==> config.mk <==
export PLATFORM = sky130hd
export DESIGN_NAME = ssa_word_find
export DESIGN_NICKNAME = d
export VERILOG_FILES = /design/src/ssa_pkg.sv /design/src/ssa_word_find.sv
export SDC_FILE = /design/constraint.sdc
export NUM_CORES = 1
export LEC_CHECK = 0
export BUFFER_PORTS_ARGS = -buffer_cell sky130_fd_sc_hd__clkbuf_2
export CAP_MARGIN = 20
export CORE_MARGIN = 2
export CORE_UTILIZATION = 57
export DETAILED_ROUTE_END_ITERATION = 10
export PLACE_DENSITY_LB_ADDON = 0.1
export SLEW_MARGIN = 20
export SYNTH_ARGS = -nofsm -noshare
export SYNTH_HDL_FRONTEND = slang
export SYNTH_SLANG_ARGS = --single-unit
export TNS_END_PERCENT = 100
==> constraint.sdc <==
create_clock -name vclk -period 2.4
set_clock_uncertainty 0.1 [all_clocks]
set_input_delay 0.24 -clock vclk [all_inputs]
set_output_delay 0.24 -clock vclk [all_outputs]
set_load 0.02 [all_outputs]
==> src/ssa_pkg.sv <==
// ----------------------------------------------------------------------------
// ssa_pkg
// Shared types, codes and helpers for the swap slot allocator.
// ----------------------------------------------------------------------------
package ssa_pkg;

	// free map is stored as 32-bit words
	localparam int WORD_BITS = 32;
	localparam int OFS_BITS  = 5;

	// request opcodes; the remaining code is a no-op
	typedef enum logic [1:0] {
		OP_ALLOC   = 2'd0,
		OP_FREE    = 2'd1,
		OP_RELEASE = 2'd2
	} opcode_t;

	// request beat
	typedef struct packed {
		logic [1:0]  opcode;
		logic [11:0] block;
		logic [5:0]  env_index;
		logic [63:0] sharer_mask;
	} req_t;

	// response beat
	typedef struct packed {
		logic [11:0] alloc_block;
		logic        out_of_space;
		logic        block_freed;
	} rsp_t;

	// result of searching one free-map word
	typedef struct packed {
		logic                found;
		logic [OFS_BITS-1:0] bit_idx;
	} find_t;

	// sequencer states
	typedef enum logic [2:0] {
		ST_CLEAR,
		ST_IDLE,
		ST_SCAN,
		ST_TAKE,
		ST_FETCH,
		ST_UPDATE,
		ST_RESP
	} state_t;

	// index of the lowest set bit (0 when none is set)
	function automatic logic [OFS_BITS-1:0] first_set(input logic [WORD_BITS-1:0] w);
		logic [OFS_BITS-1:0] idx;
		idx = '0;
		for (int i = WORD_BITS - 1; i >= 0; i--) begin
			if (w[i]) begin
				idx = OFS_BITS'(i);
			end
		end
		return idx;
	endfunction

endpackage

==> src/ssa_word_find.sv <==
// ----------------------------------------------------------------------------
// ssa_word_find
// Finds the lowest free block in one free-map word, limited to the part of
// the word that the current scan pass covers.
// ----------------------------------------------------------------------------
module ssa_word_find (
	input  logic [ssa_pkg::WORD_BITS-1:0] word,
	input  logic [ssa_pkg::OFS_BITS-1:0]  ofs,
	input  logic                          first,
	input  logic                          last,
	output ssa_pkg::find_t                res
);
	import ssa_pkg::*;

	logic [WORD_BITS-1:0] win;
	logic [WORD_BITS-1:0] hits;

	// first pass starts at the cursor bit; the wrap pass stops just below it
	always_comb begin
		win = '1;
		if (first) begin
			win = win & ({WORD_BITS{1'b1}} << ofs);
		end
		if (last) begin
			win = win & ~({WORD_BITS{1'b1}} << ofs);
		end
		hits = word & win;
	end

	assign res.found   = |hits;
	assign res.bit_idx = first_set(hits);

endmodule
==> results of run 1 <==
## per-stage QoR
stage	setup TNS (ns)	cell area [um^2]	cells	hold slack [ns]	setup slack (ns)
floorplan	0	1720	255	0.611	0.00761
global placement	-0.986	2300	361	0.912	-0.233
detailed placement	-1.24	2300	361	0.922	-0.262
CTS	-0.375	2480	363	0.926	-0.122
## repair_timing
item,in CTS
pin swaps,6
hold buffers,0
resized for setup,42
hold endpoints to repair,0
setup buffers,2
endpoints found under the setup margin,6
## cells by family after synthesis
logic type | count (synthesis) | synth area share, %
AOI/OAI and AO/OA | 113 | 50.6
muxes | 8 | 4.86
and+or+nand+nor | 98 | 33.8
buffers and inverters | 36 | 10.8
==> impl_metrics.ini, run 1 <==
[floorplan]
fp.dieH_um = 58.6
std_cell_rows = 19
initial_core_util_pct = 60.6
ios = 45
die_x_um = 58.6

[synthesis]
yosys-top-cells-area = a21oi_1, o21ai_0, nand3_1
synth-seq-area-share_pct = 0
netlist.area_leader.share_pct = 5.89
synthMostInstantiatedCell = a21oi_1
syn_nets = 294
avgSynthCellArea_um2 = 6.66
synth_cells = 255
synth_area_mm2 = 0.00170
yosysWarnings = 0
yosysTopAreaCell = a21oi_1
synth_common_cells = a21oi_1, o21ai_0, nand2_1, nand3_1, buf_2
yosysUniqueCellTypes = 72

[timing]
postGrtWorstEndpoint = res[5]
worst_endpoint_kind = output port

[status]
stop_stage = global routing (5_1_grt)
outcome = aborted with a tool error
stop_error = [ERROR DPL-0038] Utilization greater than 100%, impossible to legalize

[global_route]
grt_max_degree = 32

[placement]
gp_congestion = 0.977
dp_hpwl_um = 4880
portBuffers = 45
==> inputs of run 2 (changes only) <==
--- a/config.mk
+++ b/config.mk
@@ -8,9 +8,9 @@
 export BUFFER_PORTS_ARGS = -buffer_cell sky130_fd_sc_hd__clkbuf_2
 export CAP_MARGIN = 20
 export CORE_MARGIN = 2
-export CORE_UTILIZATION = 57
+export CORE_UTILIZATION = 40
 export DETAILED_ROUTE_END_ITERATION = 10
-export PLACE_DENSITY_LB_ADDON = 0.1
+export PLACE_DENSITY_LB_ADDON = 0.15
 export SLEW_MARGIN = 20
 export SYNTH_ARGS = -nofsm -noshare
 export SYNTH_HDL_FRONTEND = slang
==> impl_metrics.ini, run 2 <==
[timing]
slew_headroom_pct = 68.6
final.setup.worst_slack_ns = -0.113
fin_crit_sh_pct = 105
tightest_slew_ns = 0.465
setup_viol = 4
whs_ns = 0.899
period_needed_ns = 2.51
slew_violations = 0
fmax_mhz = 398
rsz0062_at_grt = true
final.setup.tns_ns = -0.264
hold_violations = 0

[power_and_ir_drop]
total_power_mw = 0.654
ir_drop_mv = 0.121
p_per_area_mw_per_mm2 = 218
leakage_nw = 1.27

[layout]
antenna_cells = 0
clock_buffers = 0
final_common_cell = buf_4
drive_gt1_share_pct = 53.8
fin_util_pct = 73.8
layout.area.seq_um2 = 0
layout_common_cells = buf_4, clkbuf_2, a21oi_1
areaGrowthSynthToFinish_pct = 76.2
design_area_mm2 = 0.00299
fin_nets = 394
seq_cell_count = 0
fin_cells = 403

[placement]
portBuffers = 45
place_area_mm2 = 0.00240
gp_congestion = 0.904
dp_hpwl_um = 4940
dpl_worst_slack_ns = -0.211
placed_cells = 391

[critical_path]
critical_path_class = input pin to output pin
crit_fanout = 8
critical_path_required_ns = 2.06
critPathLaunchType = input pin
critPathArrivalTime_ns = 2.17
critPathCaptureType = output pin

[floorplan]
fp.dieH_um = 69.2
die-area_mm2 = 0.00479
std_cell_rows = 23
core_area_mm2 = 0.00406
ios = 45
initial_core_util_pct = 41.9
die_x_um = 69.2

[synthesis]
synthMostInstantiatedCell = a21oi_1
syn_nets = 294
yosysTopAreaCell = a21oi_1
synth_common_cells = a21oi_1, o21ai_0, nand2_1, nand3_1, buf_2
synth_cells = 255
avgSynthCellArea_um2 = 6.66
yosys-top-cells-area = a21oi_1, o21ai_0, nand3_1
yosysUniqueCellTypes = 72
synth-seq-area-share_pct = 0
netlist.area_leader.share_pct = 5.89
synth_area_mm2 = 0.00170
yosysWarnings = 0

[route]
first_iter_violations = 156
wirelength_um = 7150
wl_per_cell_um = 17.8
vias_per_cell = 6.39
drc = 0
vias = 2574
drt_pass1_iterations = 4
drtAntennaViolNets = 0

[global_route]
globalRouteMet2Util_pct = 48.6
grtUsageMet3_pct = 0.872
grt_pass1_wl_um = 10800
grt_max_degree = 18
grt.total_usage_pct = 26.1
antenna_found_initial = 0
grt_overflow = 0
grt_pass1_vias = 2391
grtUsageMet1_pct = 33.0
grt-busiest-layer = met2

[clock_tree]
cts_hold_buffers = 0

[flow_run]
maxCapViolCount = 0

[status]
outcome = finished, violations left
violations = setup timing

[hold_path]
hold_path.class = input pin to output pin
run 2: final timing paths:
path              slack (ns)  cells past startpoint    start      to
hold / removal          0.90                      5  word[3]  res[5]
setup / recovery       -0.11                      9   ofs[4]  res[0]
run 2: area by class of cell:
| type | count | area [um^2] |
|---|---|---|
| Fill cell | 308 | 1060 |
| Inverter | 8 | 30.0 |
| Timing Repair Buffer | 126 | 1060 |
| Multi-Input combinational cell | 219 | 1840 |
| Tap cell | 50 | 62.6 |
run 2: power breakdown:
group / internal (mW) / switching [mW] / leakage, nW
logic: 0.331 / 0.323 / 1.27
clock network: 0 / 0 / 0
registers: 0 / 0 / 0
total: 0.331 / 0.323 / 1.27
run 2: worst max-delay path, stage by stage:
cell	delay (ns)
clkbuf_16	0.14
buf_8	0.13
a211oi_4	0.24
mux2i_2	0.13
or3b_4	0.41
a2111oi_4	0.31
o221ai_2	0.16
a32o_2	0.28
buf_8	0.13
run 2: kinds of logic after synthesis:
kind of cell / count (synthesis) / share of synthesized area, %
compound gates: 113 / 50.6
mux: 8 / 4.86
buf+inv: 36 / 10.8
simple gates: 98 / 33.8
run 2: layer usage:
metal,wire length (um),up-vias
met5,0,-
li1,-,1214
met4,201,0
met2,3640,103
met1,3000,1238
met3,310,19
run 2: what timing repair did:
action                                  4_1_cts  5_1_grt
resized for setup                            58       54
setup buffers                                 8        1
cloned                                        1        2
endpoints found under the setup margin        6        6
pin swaps                                    20       16
Power figures use the tool's default switching activity.
